--- src/hdl/kbm_pkg.sv ---
// Package for the keyword blocklist matcher: keyword table, result codes,
// the hand-off type between scanner and verdict stage, and helper functions.
// No dependencies.
package kbm_pkg;

  localparam int KW_COUNT  = 8;
  localparam int SUFFIX_BYTES = 6;
  localparam int WIN_BYTES = 5;

  // Keywords in check order, right-aligned, upper case.
  localparam logic [47:0] KW_VALUE [KW_COUNT] = '{
    48'h000000000020,   // space
    48'h00000000002C,   // comma
    48'h00000000003B,   // semicolon
    48'h000044524F50,   // DROP
    48'h00414C544552,   // ALTER
    48'h000000534554,   // SET
    48'h53454C454354,   // SELECT
    48'h555044415445    // UPDATE
  };

  localparam int KW_LEN [KW_COUNT] = '{1, 1, 1, 4, 5, 3, 6, 6};

  // Result codes for failed_keyword.
  localparam logic [3:0] FAIL_NONE      = 4'd0;
  localparam logic [3:0] FAIL_SPACE     = 4'd1;
  localparam logic [3:0] FAIL_COMMA     = 4'd2;
  localparam logic [3:0] FAIL_SEMICOLON = 4'd3;
  localparam logic [3:0] FAIL_DROP      = 4'd4;
  localparam logic [3:0] FAIL_ALTER     = 4'd5;
  localparam logic [3:0] FAIL_SET       = 4'd6;
  localparam logic [3:0] FAIL_SELECT    = 4'd7;
  localparam logic [3:0] FAIL_UPDATE    = 4'd8;

  localparam logic [3:0] FAIL_CODE [KW_COUNT] = '{
    FAIL_SPACE, FAIL_COMMA, FAIL_SEMICOLON, FAIL_DROP,
    FAIL_ALTER, FAIL_SET, FAIL_SELECT, FAIL_UPDATE
  };

  // Flags of a finished text, passed from scanner to verdict stage.
  typedef struct packed {
    logic                valid;
    logic [KW_COUNT-1:0] seen;
  } kbm_flags_t;

  function automatic logic [7:0] upcase(input logic [7:0] c);
    logic [7:0] r;
    r = c;
    if (c >= 8'h61 && c <= 8'h7A) begin
      r = c - 8'h20;
    end
    return r;
  endfunction

  // One flag per keyword that ends at the newest byte of the suffix.
  function automatic logic [KW_COUNT-1:0] kw_match(input logic [47:0] suffix);
    logic [KW_COUNT-1:0] m;
    logic [47:0]         mask;
    m = '0;
    for (int k = 0; k < KW_COUNT; k++) begin
      mask = '0;
      for (int j = 0; j < SUFFIX_BYTES; j++) begin
        if (j < KW_LEN[k]) begin
          mask[j*8 +: 8] = 8'hFF;
        end
      end
      m[k] = ((suffix & mask) == KW_VALUE[k]);
    end
    return m;
  endfunction

  // First enabled keyword in check order, or FAIL_NONE.
  function automatic logic [3:0] first_hit(input logic [KW_COUNT-1:0] hit);
    logic [3:0] code;
    code = FAIL_NONE;
    for (int k = KW_COUNT - 1; k >= 0; k--) begin
      if (hit[k]) begin
        code = FAIL_CODE[k];
      end
    end
    return code;
  endfunction

endpackage

--- src/hdl/kbm_if.sv ---
// Stream interfaces of the keyword blocklist matcher: byte input channel
// and verdict output channel, each with valid/ready. No dependencies.
interface kbm_text_if;
  logic       valid;
  logic       ready;
  logic [7:0] char_byte;
  logic       last_byte;

  modport source (output valid, output char_byte, output last_byte, input ready);
  modport sink   (input valid, input char_byte, input last_byte, output ready);
endinterface

interface kbm_verdict_if;
  logic       valid;
  logic       ready;
  logic       text_valid;
  logic [3:0] failed_keyword;

  modport source (output valid, output text_valid, output failed_keyword, input ready);
  modport sink   (input valid, input text_valid, input failed_keyword, output ready);
endinterface

--- src/hdl/keyword_blocklist_matcher.sv ---
// Channel       | Dir | Payload                       | Transaction
// --------------+-----+-------------------------------+---------------------------
// text_in       | in  | char_byte[7:0], last_byte     | one byte of a text
// verdict_out   | out | text_valid, failed_keyword[3:0]| one verdict per text
// cfg_we/wdata  | in  | check_enable[7:0]             | register write, no wait
//
// One byte is accepted every cycle while no last byte is held. A byte is
// taken into the input register; the seen flags of a finished text then
// move into the hand-off register, and from there the verdict reaches the
// output register, where it is offered to the receiver. Reset
// (synchronous, active high) empties the pipeline, clears the window and flags,
// and sets every check enable. A stall on the output backs up stage by stage;
// bytes not marked last keep flowing through the scanner while verdicts wait,
// and a last byte is held only when both the hand-off and output registers are
// occupied.
//
// Depends on kbm_pkg, kbm_if, kbm_scan and kbm_verdict.
module keyword_blocklist_matcher
  import kbm_pkg::*;
(
  input  logic                clk,
  input  logic                rst,
  kbm_text_if.sink            text_in,
  kbm_verdict_if.source       verdict_out,
  input  logic                cfg_we,
  input  logic [KW_COUNT-1:0] cfg_wdata
);

  // Check enables, one bit per keyword in check order. They act only when the
  // verdict is formed, so the flags themselves are always recorded in full.
  logic [KW_COUNT-1:0] check_enable;

  // Seen flags of a finished text travelling from the scanner to the verdict
  // stage, with the back-pressure running the other way.
  kbm_flags_t flags;
  logic       flags_ready;

  always_ff @(posedge clk) begin
    if (rst) begin
      check_enable <= '1;
    end else if (cfg_we) begin
      check_enable <= cfg_wdata;
    end
  end

  // The scanner upper-cases each byte, matches every keyword ending at it
  // against the window and records the hits. The window and flags clear once
  // a text ends, so no keyword spans two texts.
  kbm_scan u_scan (
    .clk         (clk),
    .rst         (rst),
    .text_in     (text_in),
    .flags       (flags),
    .flags_ready (flags_ready)
  );

  // The verdict stage reports the first enabled keyword that was seen.
  kbm_verdict u_verdict (
    .clk          (clk),
    .rst          (rst),
    .flags        (flags),
    .flags_ready  (flags_ready),
    .check_enable (check_enable),
    .verdict_out  (verdict_out)
  );

endmodule

--- src/hdl/kbm_scan.sv ---
// Scanner: input register, five-byte window and seen flags; hands the flags
// of each finished text to the verdict stage. Uses kbm_pkg and kbm_text_if.
module kbm_scan
  import kbm_pkg::*;
(
  input  logic         clk,
  input  logic         rst,
  kbm_text_if.sink     text_in,
  output kbm_flags_t   flags,
  input  logic         flags_ready
);

  logic                      in_vld;
  logic [7:0]                in_char;
  logic                      in_last;
  logic [WIN_BYTES*8-1:0]    window;
  logic [KW_COUNT-1:0]       seen;
  logic [47:0]               suffix;
  logic [KW_COUNT-1:0]       seen_next;
  logic                      flags_free;
  logic                      advance;

  assign suffix     = {window, upcase(in_char)};
  assign seen_next  = seen | kw_match(suffix);
  assign flags_free = !flags.valid || flags_ready;
  // A last byte may only move on when the hand-off register has room.
  assign advance    = in_vld && (!in_last || flags_free);
  assign text_in.ready = !in_vld || advance;

  always_ff @(posedge clk) begin
    if (rst) begin
      in_vld      <= 1'b0;
      window      <= '0;
      seen        <= '0;
      flags.valid <= 1'b0;
    end else begin
      if (text_in.ready) begin
        in_vld <= text_in.valid;
      end
      if (advance) begin
        if (in_last) begin
          window <= '0;
          seen   <= '0;
        end else begin
          window <= suffix[WIN_BYTES*8-1:0];
          seen   <= seen_next;
        end
      end
      if (flags_free) begin
        flags.valid <= advance && in_last;
        flags.seen  <= seen_next;
      end
    end
  end

  always_ff @(posedge clk) begin
    if (text_in.ready && text_in.valid) begin
      in_char <= text_in.char_byte;
      in_last <= text_in.last_byte;
    end
  end

endmodule

--- src/hdl/kbm_verdict.sv ---
// Verdict stage: masks the seen flags with the enables, picks the first
// keyword in check order and holds the result in the output register.
// Uses kbm_pkg and kbm_verdict_if.
module kbm_verdict
  import kbm_pkg::*;
(
  input  logic                clk,
  input  logic                rst,
  input  kbm_flags_t          flags,
  output logic                flags_ready,
  input  logic [KW_COUNT-1:0] check_enable,
  kbm_verdict_if.source       verdict_out
);

  logic [3:0] code;

  assign code        = first_hit(flags.seen & check_enable);
  assign flags_ready = !verdict_out.valid || verdict_out.ready;

  always_ff @(posedge clk) begin
    if (rst) begin
      verdict_out.valid <= 1'b0;
    end else if (flags_ready) begin
      verdict_out.valid <= flags.valid;
    end
  end

  always_ff @(posedge clk) begin
    if (flags_ready) begin
      verdict_out.failed_keyword <= code;
      verdict_out.text_valid     <= (code == FAIL_NONE);
    end
  end

endmodule

--- src/flat_wrapper.sv ---
// flat-port wrapper written by rule: the top's interface ports become plain ports
module keyword_blocklist_matcher_flat import kbm_pkg::*;
  (clk, rst, cfg_we, cfg_wdata, text_in_valid, text_in_char_byte, text_in_last_byte, text_in_ready, verdict_out_valid, verdict_out_text_valid, verdict_out_failed_keyword, verdict_out_ready);
  kbm_text_if text_in_i ();
  kbm_verdict_if verdict_out_i ();
  input  logic clk;
  input  logic rst;
  input  logic cfg_we;
  input  logic [KW_COUNT-1:0] cfg_wdata;
  input wire logic [$bits(text_in_i.valid)-1:0] text_in_valid;
  input wire logic [$bits(text_in_i.char_byte)-1:0] text_in_char_byte;
  input wire logic [$bits(text_in_i.last_byte)-1:0] text_in_last_byte;
  output wire logic [$bits(text_in_i.ready)-1:0] text_in_ready;
  output wire logic [$bits(verdict_out_i.valid)-1:0] verdict_out_valid;
  output wire logic [$bits(verdict_out_i.text_valid)-1:0] verdict_out_text_valid;
  output wire logic [$bits(verdict_out_i.failed_keyword)-1:0] verdict_out_failed_keyword;
  input wire logic [$bits(verdict_out_i.ready)-1:0] verdict_out_ready;
  assign text_in_i.valid = text_in_valid;
  assign text_in_i.char_byte = text_in_char_byte;
  assign text_in_i.last_byte = text_in_last_byte;
  assign text_in_ready = text_in_i.ready;
  assign verdict_out_valid = verdict_out_i.valid;
  assign verdict_out_text_valid = verdict_out_i.text_valid;
  assign verdict_out_failed_keyword = verdict_out_i.failed_keyword;
  assign verdict_out_i.ready = verdict_out_ready;
  keyword_blocklist_matcher u_core (.clk(clk), .rst(rst), .text_in(text_in_i), .verdict_out(verdict_out_i), .cfg_we(cfg_we), .cfg_wdata(cfg_wdata));
endmodule
--- config.mk ---
export PLATFORM = sky130hd
export DESIGN_NAME = keyword_blocklist_matcher_flat
export DESIGN_NICKNAME = d
export VERILOG_FILES = /design/src/hdl/kbm_pkg.sv /design/src/hdl/kbm_if.sv /design/src/hdl/keyword_blocklist_matcher.sv /design/src/hdl/kbm_scan.sv /design/src/hdl/kbm_verdict.sv /design/src/flat_wrapper.sv
export SDC_FILE = /design/constraint.sdc
export NUM_CORES = 1
export LEC_CHECK = 0
export ABC_AREA = 1
export CAP_MARGIN = 20
export CORE_UTILIZATION = 50
export CTS_BUF_LIST = sky130_fd_sc_hd__clkbuf_8
export DETAILED_ROUTE_END_ITERATION = 7
export DONT_BUFFER_PORTS = 1
export SYNTH_ARGS = -nofsm -noshare
export SYNTH_HDL_FRONTEND = slang
export SYNTH_SLANG_ARGS = --single-unit
--- constraint.sdc ---
create_clock -name clk -period 4.1 [get_ports clk]
set_input_delay 0.615 -clock clk [delete_from_list [all_inputs] [get_ports clk]]
set_output_delay 0.615 -clock clk [all_outputs]
set_load 0.02 [all_outputs]
# [Word level (Yosys, flattened, before mapping)]
# Cells that the tools add are included.
[word_totals] reg_bits=81 out_inout_bits=7 elab_cells=50
[op_classes] addsub=1 n_lt_le_gt_ge=2 eq_ne=8 n_mux=11 bitwise=3 reduce_logical=14
[ops] op="$eq A48 B47 Y1 const B" count=2
[ops] op="$eq A40 B39 Y1 const B" count=1
[ops] op="$mux W40" count=1
[ops] op="$eq A32 B31 Y1 const B" count=1
[ops] op="$mux W4" count=8
[ops] op="$eq A24 B23 Y1 const B" count=1
[ops] op="$eq A8 B6 Y1 const B" count=3
[ops] op="$mux W8" count=2
[ops] op="$and A8 B8 Y8" count=1
[ops] op="$ge A8 B7 Y1 const B" count=1
[ops] op="$le A8 B7 Y1 const B" count=1
[ops] op="$or A8 B8 Y8" count=1
[ops] op="$sub A8 B6 Y8 const B" count=1
[ops] op="$logic_and A1 B1 Y1" count=4
[ops] op="$logic_not A1 Y1" count=4
[ops] op="$logic_not A4 Y1" count=1
[ops] op="$logic_or A1 B1 Y1" count=4
[ops] op="$reduce_and A2 Y1" count=1
[ops] op="$not A1 Y1" count=1

# [Depth between registers and ports, before layout]
# Gate-level depths: netlist of run 1.
[depth] word_depth=10 mapped_depth=10 ltp_nobuf=10

# [By module]
# Synthesis of run 1 repeated with hierarchy kept, for this count alone.
[unflattened] hier_cells=465 hier_area_um2=3493.4
[by_module_without_submodules] mod="kbm_scan" n_inst=1 cells_per_inst=386 area_per_inst_um2=2894.0 seq_area_each_um2=1511.4
[by_module_without_submodules] mod="kbm_verdict" n_inst=1 cells_per_inst=44 area_per_inst_um2=320.3 seq_area_each_um2=170.2
[by_module_without_submodules] mod="keyword_blocklist_matcher" n_inst=1 cells_per_inst=35 area_per_inst_um2=279.0 seq_area_each_um2=160.2

# [Worst setup path after synthesis of run 1]
# Ideal clock, no wire load.
[synth_path] kind="input to output" from="input verdict_out_ready" to="output text_in_ready" t_arrival_ns=1.111 t_required_ns=3.485 slack_ns=2.374 stages=4 cell_sequence="nor2_2 nand2_1 nor2_1 inv_1"
[synth_between] elab_chain_cells=5
[synth_rtl] element="start: declaration" line_no="flat_wrapper.sv:17" rtl="input wire logic [$bits(verdict_out_i.ready)-1:0] verdict_out_ready;"
[synth_rtl] element="$logic_or A1 B1 Y1" line_no="kbm_verdict.sv:18" rtl="assign flags_ready = !verdict_out.valid || verdict_out.ready;"
[synth_rtl] element="$logic_or A1 B1 Y1" line_no="kbm_scan.sv:25" rtl="assign flags_free = !flags.valid || flags_ready;"
[synth_rtl] element="$logic_or A1 B1 Y1" line_no="kbm_scan.sv:27" rtl="assign advance = in_vld && (!in_last || flags_free);"
[synth_rtl] element="$logic_and A1 B1 Y1" line_no="kbm_scan.sv:27"
[synth_rtl] element="$logic_or A1 B1 Y1" line_no="kbm_scan.sv:28" rtl="assign text_in.ready = !in_vld || advance;"
[synth_rtl] element="end: declaration" line_no="flat_wrapper.sv:13" rtl="output wire logic [$bits(text_in_i.ready)-1:0] text_in_ready;"
# No other way between the ends.

# [Worst setup path in the final report of run 1]
[layout_path] from="register u_core.u_verdict.verdict_out.valid" to="output text_in_ready"
[layout_between] elab_chain_cells=6
[layout_rtl] element="start: declaration" line_no="kbm_if.sv:19" rtl="modport source (output valid, output text_valid, output failed_keyword, input ready);"
[layout_rtl] element="$logic_not A1 Y1" line_no="kbm_verdict.sv:18"
[layout_rtl] element="$logic_or A1 B1 Y1" line_no="kbm_verdict.sv:18"
[layout_rtl] element="$logic_or A1 B1 Y1" line_no="kbm_scan.sv:25"
[layout_rtl] element="$logic_or A1 B1 Y1" line_no="kbm_scan.sv:27"
[layout_rtl] element="$logic_and A1 B1 Y1" line_no="kbm_scan.sv:27"
[layout_rtl] element="$logic_or A1 B1 Y1" line_no="kbm_scan.sv:28"
# No other way between the ends.

==> impl_metrics.ini, run 1 <==
[timing]
worst_hold_slack_ps = 327.5
fin_crit_sh = 0.5353
setup_tns_ps = 0
finalSetupViolCount = 0
max_slew.worst_pin.slew_ps = 711.9
max_freq_mhz = 455.6
fin_skew_ps = 7.703
slew_viol_final = 0
max_slew_margin = 0.5237
hold_violations = 0
period_needed_ps = 2195
rsz0062_at_grt = no

[floorplanning]
dieArea_um2 = 7271
rows = 29
die_h_um = 85.27
initial_utilization = 0.5308
core_um2 = 6531
die_w_um = 85.27
num_io_pins = 29

[clocking]
cts_tree = built
root_buffer = clkbuf_8
numCtsBuffers = 9
cts_resized = 0
hold_buffers = 0
clk_path_buf_depth = 2
htreeDepth = 3
cts_sinks = 81
insertion_delay_ps = 350
clkTransAtPathRegs_ps = 80
post-cts-setup-buffer-count = 0

[routing]
drt_iter0_markers = 151
viasPerCell = 5.216
num_vias = 2702
postRouteAntennaNets = 0
dr.pass1.iters = 4
wl_per_cell_um = 13.40
drt_drc_violations_left = 0
drt-total-wl_um = 6942

[grt]
grt_pass1_wl_um = 11520
gr-total-overflow = 0
grt_pass1_vias = 2412
grt_usage = 0.2059
grt_max_degree = 49
antenna_found_initial = 0

[worst_setup_path]
end_kind = output pin
reg2reg_slack_ps = 2110
r2r_cells = 8
cp-start-kind = flop
crit_fanout = 4
crit_arrival_ps = 1580
required_ps = 3480
timing.rr.start = u_core.u_verdict.verdict_out.valid
worst-setup-path-type = reg2out
r2r-end = u_core.u_scan.seen[3]

[power_and_ir_drop]
combPwrFrac = 0.043
seqPwrFrac = 0.566
intPower_mw = 1.178
p_sw_uw = 355.6
power.total_mw = 1.533
switching_share = 0.2319
clockPowerShare = 0.391
ir_drop_uv = 220.8
p_leak_nw = 1.359
pwr_density_cell_nw_per_um2 = 415.4

[final_layout]
design_area_um2 = 3691
layout.nets = 459
diodes = 0
area_delta_synth_final_pct = 6.460
layout-drive-gt1-share = 0.06576
utilization = 0.5651

[placed_design]
io_buffers = 0
gp_congestion = 0.8630
dp_hpwl_um = 4791
placed_area_um2 = 3486

[run_status]
status = finished clean

[synthesis]
synth_edf_count = 22
syn_avg_cell_area_um2 = 7.880
synth_top_area_share = 0.3407
ys_warn_count = 0
ys_seq_elements = 81
synthesis.nets = 463
yosysTopAreaCell = dfxtp_1
async_flop_share = 0
syn-cell-area_um2 = 3467
synth_ff_type = dfxtp_1
synth_area_leaders = dfxtp_1 (34%), edfxtp_1 (19%), nand2_1 (14%), a21oi_1 (7.5%), nor2_1 (4.8%)
ys_types = 31
syn-instance-count = 440
yosysSeqAreaShare = 0.5312

[worst_hold_path]
min-delay-start = rst
whs_path_depth = 1
min_path_type = in2reg
min_to = u_core.u_scan.in_vld

[job]
drv_cap = 0
layer usage:
metal	share of wire	global-route usage	up-vias	wire, um
met1	0.51	0.2802	1214	3543
met3	0.027	0.03210	10	189
met5	0	0	-	0
li1	-	-	1428	-
met2	0.44	0.3218	50	3079
met4	0.019	0.1000	0	129
metrics by stage:
step	instances	setup slack, ps
after floorplan	440	2374
after global placement	502	2051
after detailed placement	502	2017
after CTS	518	1881
after global routing	518	1793
final	518	1905
sequential cells by signal, indices dropped and copies added (netlist names):
signal	cells
u_core.u_scan.in_vld	1
u_core.u_scan.flags	9
u_core.u_scan.seen	8
u_core.u_scan.in_last	1
u_core.check_enable	8
u_core.u_scan.window	40
u_core.u_verdict.verdict_out.valid	1
u_core.u_verdict.verdict_out.text_valid	1
u_core.u_verdict.verdict_out.failed_keyword	4
u_core.u_scan.in_char	8
layout make-up:
| type | instances | area (um^2) |
|---|---|---|
| Inverter | 40 | 150.1 |
| Timing Repair Buffer | 2 | 15.01 |
| Fill cell | 635 | 2840 |
| Clock buffer | 11 | 151.4 |
| Tap cell | 77 | 96.34 |
| Clock inverter | 5 | 53.80 |
| Multi-Input combinational cell | 302 | 1383 |
| Sequential cell | 81 | 1842 |
kinds of logic after synthesis:
family          count (synthesis)  share of synthesized area
simple gates                  237                     0.2938
flops                          81                     0.5312
compound gates                 64                     0.1014
buf+inv                        57                    0.07001
fa+ha+maj                       1                   0.003608
worst max-delay path, stage by stage (launching register included):
cell and delay [ps]:
dfxtp_1 460, inv_1 80, nor2_2 130, nand2_1 150, nor2_1 240, inv_1 180
power by group through the flow:
stage	registers (mW)	clock network (mW)	logic, mW
floorplan	0.879	0	0.0650
detailed placement	0.886	0	0.0668
global placement	0.886	0	0.0659
CTS	0.867	0.615	0.0671
global route	0.871	0.648	0.0773
finish	0.867	0.600	0.0665
synthesized netlist by cell type (all sizes together), types with 2 or more instances:
cell    number
nand2      132
nor4         3
dfxtp       59
o21ai        7
nand3b       3
nand4        8
clkbuf       7
inv         40
buf         10
nor2        48
a21oi       53
a21boi       2
nor3         7
nor3b        3
edfxtp      22
nand3       31
worst max-delay path by stage:
stage                                             from                    end  cells past startpoint
floorplan                            verdict_out_ready          text_in_ready                      4
global route        u_core.u_verdict.verdict_out.valid          text_in_ready                      5
finish              u_core.u_verdict.verdict_out.valid          text_in_ready                      5
global placement                     verdict_out_ready  u_core.u_scan.seen[7]                      7
detailed placement                   verdict_out_ready  u_core.u_scan.seen[6]                      7
CTS                 u_core.u_verdict.verdict_out.valid          text_in_ready                      5
cells in the final DEF (no fill, tap or decap):
cell type / synthesis / routed
or2_2: 1 / 1
clkbuf_8: 0 / 11
o21ai_4: 1 / 1
o21a_1: 1 / 1
a21boi_0: 2 / 2
inv_2: 1 / 1
nor3b_1: 3 / 3
ha_1: 1 / 1
nor2_4: 1 / 1
edfxtp_1: 22 / 22
and3_2: 1 / 1
clkinv_2: 0 / 1
nor2_2: 3 / 3
dfxtp_1: 59 / 59
nand3_2: 1 / 1
nand4_1: 8 / 8
nor4_1: 3 / 3
clkinv_4: 0 / 1
nor3_1: 7 / 7
a21oi_1: 52 / 52
buf_4: 2 / 2
inv_1: 39 / 40
o21ai_0: 6 / 6
nand2_2: 2 / 2
nor2_1: 44 / 44
nand2_1: 130 / 130
nand3_1: 30 / 30
nand3b_1: 3 / 3
bufinv_16: 0 / 1
a21oi_4: 1 / 1
inv_4: 0 / 1
a31oi_1: 1 / 1
(Power assumes the default switching activity.)
==> inputs of run 2 (changes only) <==
--- a/config.mk
+++ b/config.mk
@@ -11,6 +11,7 @@
 export CTS_BUF_LIST = sky130_fd_sc_hd__clkbuf_8
 export DETAILED_ROUTE_END_ITERATION = 7
 export DONT_BUFFER_PORTS = 1
+export PLACE_DENSITY = 0.68
 export SYNTH_ARGS = -nofsm -noshare
 export SYNTH_HDL_FRONTEND = slang
 export SYNTH_SLANG_ARGS = --single-unit
==> constraint.sdc (replaced) <==
create_clock -name clk -period 2 [get_ports clk]
set_input_delay 0.3 -clock clk [delete_from_list [all_inputs] [get_ports clk]]
set_output_delay 0.3 -clock clk [all_outputs]
set_load 0.02 [all_outputs]
==> impl_metrics.ini, run 2 (synthesized netlist as in run 1, its figures left out) <==
[routing]
viasPerCell = 5.329
dr.pass1.iters = 4
wl_per_cell_um = 13.44
postRouteAntennaNets = 0
drt_drc_violations_left = 0
drt_iter0_markers = 172
num_vias = 2787
drt-total-wl_um = 7027

[floorplanning]
num_io_pins = 29
die_h_um = 85.27
initial_utilization = 0.5308
dieArea_um2 = 7271
rows = 29
die_w_um = 85.27
core_um2 = 6531

[timing]
slew_viol_final = 0
fin_crit_sh = 0.8180
max_freq_mhz = 611.3
period_needed_ps = 1636
max_slew_margin = 0.4958
hold_violations = 0
fin_skew_ps = 7.456
rsz0062_at_grt = no
finalSetupViolCount = 0
setup_ws_ps = 364.1
setup_tns_ps = 0
worst_hold_slack_ps = 26.58
max_slew.worst_pin.slew_ps = 753.6

[power_and_ir_drop]
ir_drop_uv = 433.1
combPwrFrac = 0.049
switching_share = 0.2477
p_leak_nw = 1.358
pwr_density_cell_nw_per_um2 = 798.2
clockPowerShare = 0.348
seqPwrFrac = 0.603
p_sw_uw = 729.5
power.total_mw = 2.945
intPower_mw = 2.216

[clocking]
cts_resized = 0
post-cts-setup-buffer-count = 0
insertion_delay_ps = 340
htreeDepth = 3
numCtsBuffers = 9
cts_sinks = 81
clk_path_buf_depth = 2
cts_tree = built
hold_buffers = 0
root_buffer = clkbuf_8
clkTransAtPathRegs_ps = 80

[worst_hold_path]
min_path_type = in2reg

[worst_setup_path]
cp-start-kind = flop
crit_arrival_ps = 1850
end_kind = flop
worst-setup-path-type = reg2reg
crit_fanout = 6
required_ps = 2210

[placed_design]
pre_cts_slack_ps = 397.2
placed_area_um2 = 3516
io_buffers = 0
dp_cells = 506
gp_congestion = 0.8602
dp_hpwl_um = 4855

[final_layout]
largest_register = u_core.u_scan.window
top_regs = u_core.u_scan.window x40, u_core.u_scan.flags x9
instances_no_fill = 523
diodes = 0
utilization = 0.5649
largest_register_ff_count = 40
layout-drive-gt1-share = 0.06951
final_cell_mix = nand2_1 (130), dfxtp_1 (59), a21oi_1 (52)
design_area_um2 = 3690
final_common_cell = nand2_1
layout.nets = 464
area_delta_synth_final_pct = 6.424

[grt]
grt_pass1_wl_um = 12070
grt_usage = 0.2107
grt_pass1_vias = 2646
grt_max_degree = 48
antenna_found_initial = 0
gr-total-overflow = 0

[run_status]
status = finished clean

[job]
drv_cap = 0
-- run 2: critical path, cell delays in order, from the launching register on --
cell	delay [ps]
edfxtp_1	470
nor2_1	220
nand3_1	110
nand2_1	80
inv_2	40
nand3_1	90
nand2_1	100
nor2_4	140
nand4_1	150
nand2_1	110
-- run 2: worst paths after layout --
path,depth (start not counted),start,slack (ps),end
worst max register to register,9,u_core.u_scan.in_char[0],360,u_core.u_scan.flags[5]
worst min register to register,2,u_core.check_enable[1],460,u_core.check_enable[1]
worst max-delay path,9,u_core.u_scan.in_char[0],360,u_core.u_scan.flags[5]
worst min-delay path,1,rst,30,u_core.u_scan.seen[2]
-- run 2: area by class of cell --
class                      count  area [um^2]
tap                           77        96.34
clock inverter                 7        40.04
multi-input combinational    302         1383
sequential                    81         1842
clock buffer                   9        123.9
fill                         620         2841
timing repair buffer           7        55.05
inverter                      40        150.1
-- run 2: power by group through the flow --
stage / registers (mW) / logic [mW] / clock network, mW
6_report: 1.77 / 0.146 / 1.02
5_1_grt: 1.78 / 0.164 / 1.10
4_1_cts: 1.77 / 0.144 / 1.03
3_5_place_dp: 1.81 / 0.143 / 0
3_3_place_gp: 1.81 / 0.141 / 0
2_1_floorplan: 1.80 / 0.133 / 0
-- run 2: metal layers --
layer | track usage | part of all wire
met5 | 0 | 0
met3 | 0.03210 | 0.019
met2 | 0.3306 | 0.45
met1 | 0.2874 | 0.50
met4 | 0.1000 | 0.027
==> inputs of run 3 (changes only) <==
--- a/config.mk
+++ b/config.mk
@@ -5,13 +5,12 @@
 export SDC_FILE = /design/constraint.sdc
 export NUM_CORES = 1
 export LEC_CHECK = 0
-export ABC_AREA = 1
+export ABC_AREA = 0
 export CAP_MARGIN = 20
 export CORE_UTILIZATION = 50
 export CTS_BUF_LIST = sky130_fd_sc_hd__clkbuf_8
 export DETAILED_ROUTE_END_ITERATION = 7
 export DONT_BUFFER_PORTS = 1
-export PLACE_DENSITY = 0.68
 export SYNTH_ARGS = -nofsm -noshare
 export SYNTH_HDL_FRONTEND = slang
 export SYNTH_SLANG_ARGS = --single-unit
==> constraint.sdc (replaced) <==
create_clock -name clk -period 1.57 [get_ports clk]
set_input_delay 0.2355 -clock clk [delete_from_list [all_inputs] [get_ports clk]]
set_output_delay 0.2355 -clock clk [all_outputs]
set_load 0.02 [all_outputs]
==> impl_metrics.ini, run 3 <==
[placed_design]
io_buffers = 0
placed_area_um2 = 3909
gp_congestion = 0.9201
dp_hpwl_um = 5510
pre_cts_slack_ps = -256.4

[grt]
grt_usage = 0.2511
grt_max_degree = 52
gr-total-overflow = 0
grt_pass1_vias = 2906
met2_usage = 0.3875
busiest_layer = met2
grt_pass1_wl_um = 13730
grt_use_met1 = 0.3291
antenna_found_initial = 0
grt_use_met3 = 0.06528

[synthesis]
synth_top_area_share = 0.3518
synth_ff_type = dfxtp_1
ys_warn_count = 0
synthTopCellsByCount = dfxtp_1 (59), nand2_1 (52), a21oi_1 (46)
yosysSeqAreaShare = 0.5486
syn-cell-area_um2 = 3357
ys_types = 46
ys_seq_elements = 81
synth_edf_count = 22
synthesis.nets = 370
synth_area_leaders = dfxtp_1 (35%), edfxtp_1 (20%), a21oi_1 (6.9%), nand3_1 (6.3%), nand2_1 (5.8%)
synth_most_common_cell = dfxtp_1
syn_avg_cell_area_um2 = 9.674
yosysTopAreaCell = dfxtp_1
syn-instance-count = 347
async_flop_share = 0

[floorplanning]
core_um2 = 6422
die_h_um = 83.94
rows = 29
dieArea_um2 = 7046
die_w_um = 83.94
num_io_pins = 29
initial_utilization = 0.5227

[worst_setup_path]
crit_fanout = 2
worst-setup-path-type = reg2reg
timing.rr.start = u_core.u_scan.window[2]
cp-start-kind = flop
max_stage_delay_ps = 560
slowest_stage = or4_4
required_ps = 1790
r2r-end = u_core.u_scan.flags[6]
reg2reg_slack_ps = -260
end_kind = flop
path_cells = or4b_4 > or4_4 > nor4_4 > a21o_1
r2r_cells = 4
crit_arrival_ps = 2050

[routing]
wl_per_cell_um = 16.47
drt-total-wl_um = 8316
dr.pass1.iters = 6
postRouteAntennaNets = 0
drt_iter0_markers = 181
drt_drc_violations_left = 6
num_vias = 2911
viasPerCell = 5.764

[worst_hold_path]
min_path_type = in2reg
min-delay-start = cfg_we
whs_path_depth = 1
min_to = u_core.check_enable[6]

[power_and_ir_drop]
power.total_mw = 4.238
intPower_mw = 3.292
seqPwrFrac = 0.532
p_leak_nw = 1.759
clockPowerShare = 0.381
pwr_density_cell_nw_per_um2 = 941.5
combPwrFrac = 0.087
p_sw_uw = 946.1
ir_drop_uv = 542.3
switching_share = 0.2232

[clocking]
cts_sinks = 81
cts_tree = built
clk_path_buf_depth = 2
htreeDepth = 3
clkTransAtPathRegs_ps = 70
insertion_delay_ps = 350
numCtsBuffers = 9
root_buffer = clkbuf_8

[timing]
setup_ws_ps = -261.8
hold_violations = 0
setup_tns_ps = -2453
max_slew.worst_pin.slew_ps = 619.2
slew_viol_final = 0
fin_skew_ps = 7.776
period_needed_ps = 1832
rsz0062_at_grt = yes
max_freq_mhz = 545.9
max_slew_margin = 0.5856
fin_crit_sh = 1.167
finalSetupViolCount = 13

[run_status]
violations = design-rule violations, negative setup slack
status = complete, but fails checks

[job]
drv_cap = 0

[final_layout]
final_common_cell = buf_4
final_cell_mix = buf_4 (58), dfxtp_1 (55), nand2_1 (51)
top_regs = u_core.u_scan.window x40, u_core.u_scan.flags x9
layout-drive-gt1-share = 0.2523
area_delta_synth_final_pct = 34.10
multi_input_area_um2 = 1553
diodes = 0
utilization = 0.7010
design_area_um2 = 4502
largest_register_ff_count = 40
layout.nets = 446
nFillCells = 502
ff_latch_area_um2 = 1847
largest_register = u_core.u_scan.window
-- run 3: cell type report --
class | count | share of cell area
Clock buffer | 10 | 0.03057
Clock inverter | 6 | 0.01668
Inverter | 7 | 0.005837
Multi-Input combinational cell | 239 | 0.3449
Sequential cell | 81 | 0.4102
Tap cell | 77 | 0.02140
Timing Repair Buffer | 85 | 0.1704
-- run 3: worst max path at each step --
stage                                  start                endpoint  slack, ps  cells past startpoint
floorplan           u_core.u_scan.window[34]  u_core.u_scan.flags[6]       -180                      4
global placement    u_core.u_scan.in_char[1]  u_core.u_scan.flags[5]       -230                      4
detailed placement  u_core.u_scan.in_char[5]   u_core.u_scan.seen[4]       -260                      6
CTS                 u_core.u_scan.window[34]  u_core.u_scan.flags[6]       -270                      4
global route         u_core.u_scan.window[2]  u_core.u_scan.flags[6]       -350                      4
finish               u_core.u_scan.window[2]  u_core.u_scan.flags[6]       -260                      4
-- run 3: per-stage QoR --
step                      cells  hold slack, ps
final                       505           13.95
after global routing        505           12.87
after CTS                   503           3.283
after detailed placement    466           310.2
after global placement      466           308.9
after floorplan             347           334.4
-- run 3: cell families after synthesis --
logic type                 Yosys count  synth area share
adders and majority gates            1          0.003727
and+or+nand+nor                    149            0.2400
DFF                                 81            0.5486
buffers and inverters               27           0.03019
AOI/OAI and AO/OA                   89            0.1774
-- run 3: power by group through the flow --
stage | Sequential, mW | Combinational (mW) | Clock (mW)
6_report | 2.25 | 0.367 | 1.62
5_1_grt | 2.26 | 0.397 | 1.73
4_1_cts | 2.25 | 0.354 | 1.66
3_5_place_dp | 2.30 | 0.264 | 0
3_3_place_gp | 2.30 | 0.261 | 0
2_1_floorplan | 2.30 | 0.172 | 0
-- run 3: what timing repair did --
item | CTS | global route
gates cloned | 0 | 1
endpoints found under the setup margin | 14 | 14
resized for setup | 20 | 10
pin swaps | 6 | 13
hold endpoints to repair | 60 | 0
buffers inserted | 3 | 2
hold buffers | 18 | 0
-- run 3: routing by layer --
layer | wire length (um) | vias up | share of wire
met3 | 419 | 15 | 0.050
met2 | 3827 | 85 | 0.46
met5 | 0 | - | 0
met1 | 3868 | 1377 | 0.47
met4 | 201 | 0 | 0.024
li1 | - | 1434 | -
-- run 3: worst max-delay path: cells and delay by family (launching register included) --
family | cells | cell delay (ps)
and+or+nand+nor | 3 | 1240
AOI/OAI and AO/OA | 1 | 140
DFF | 1 | 320
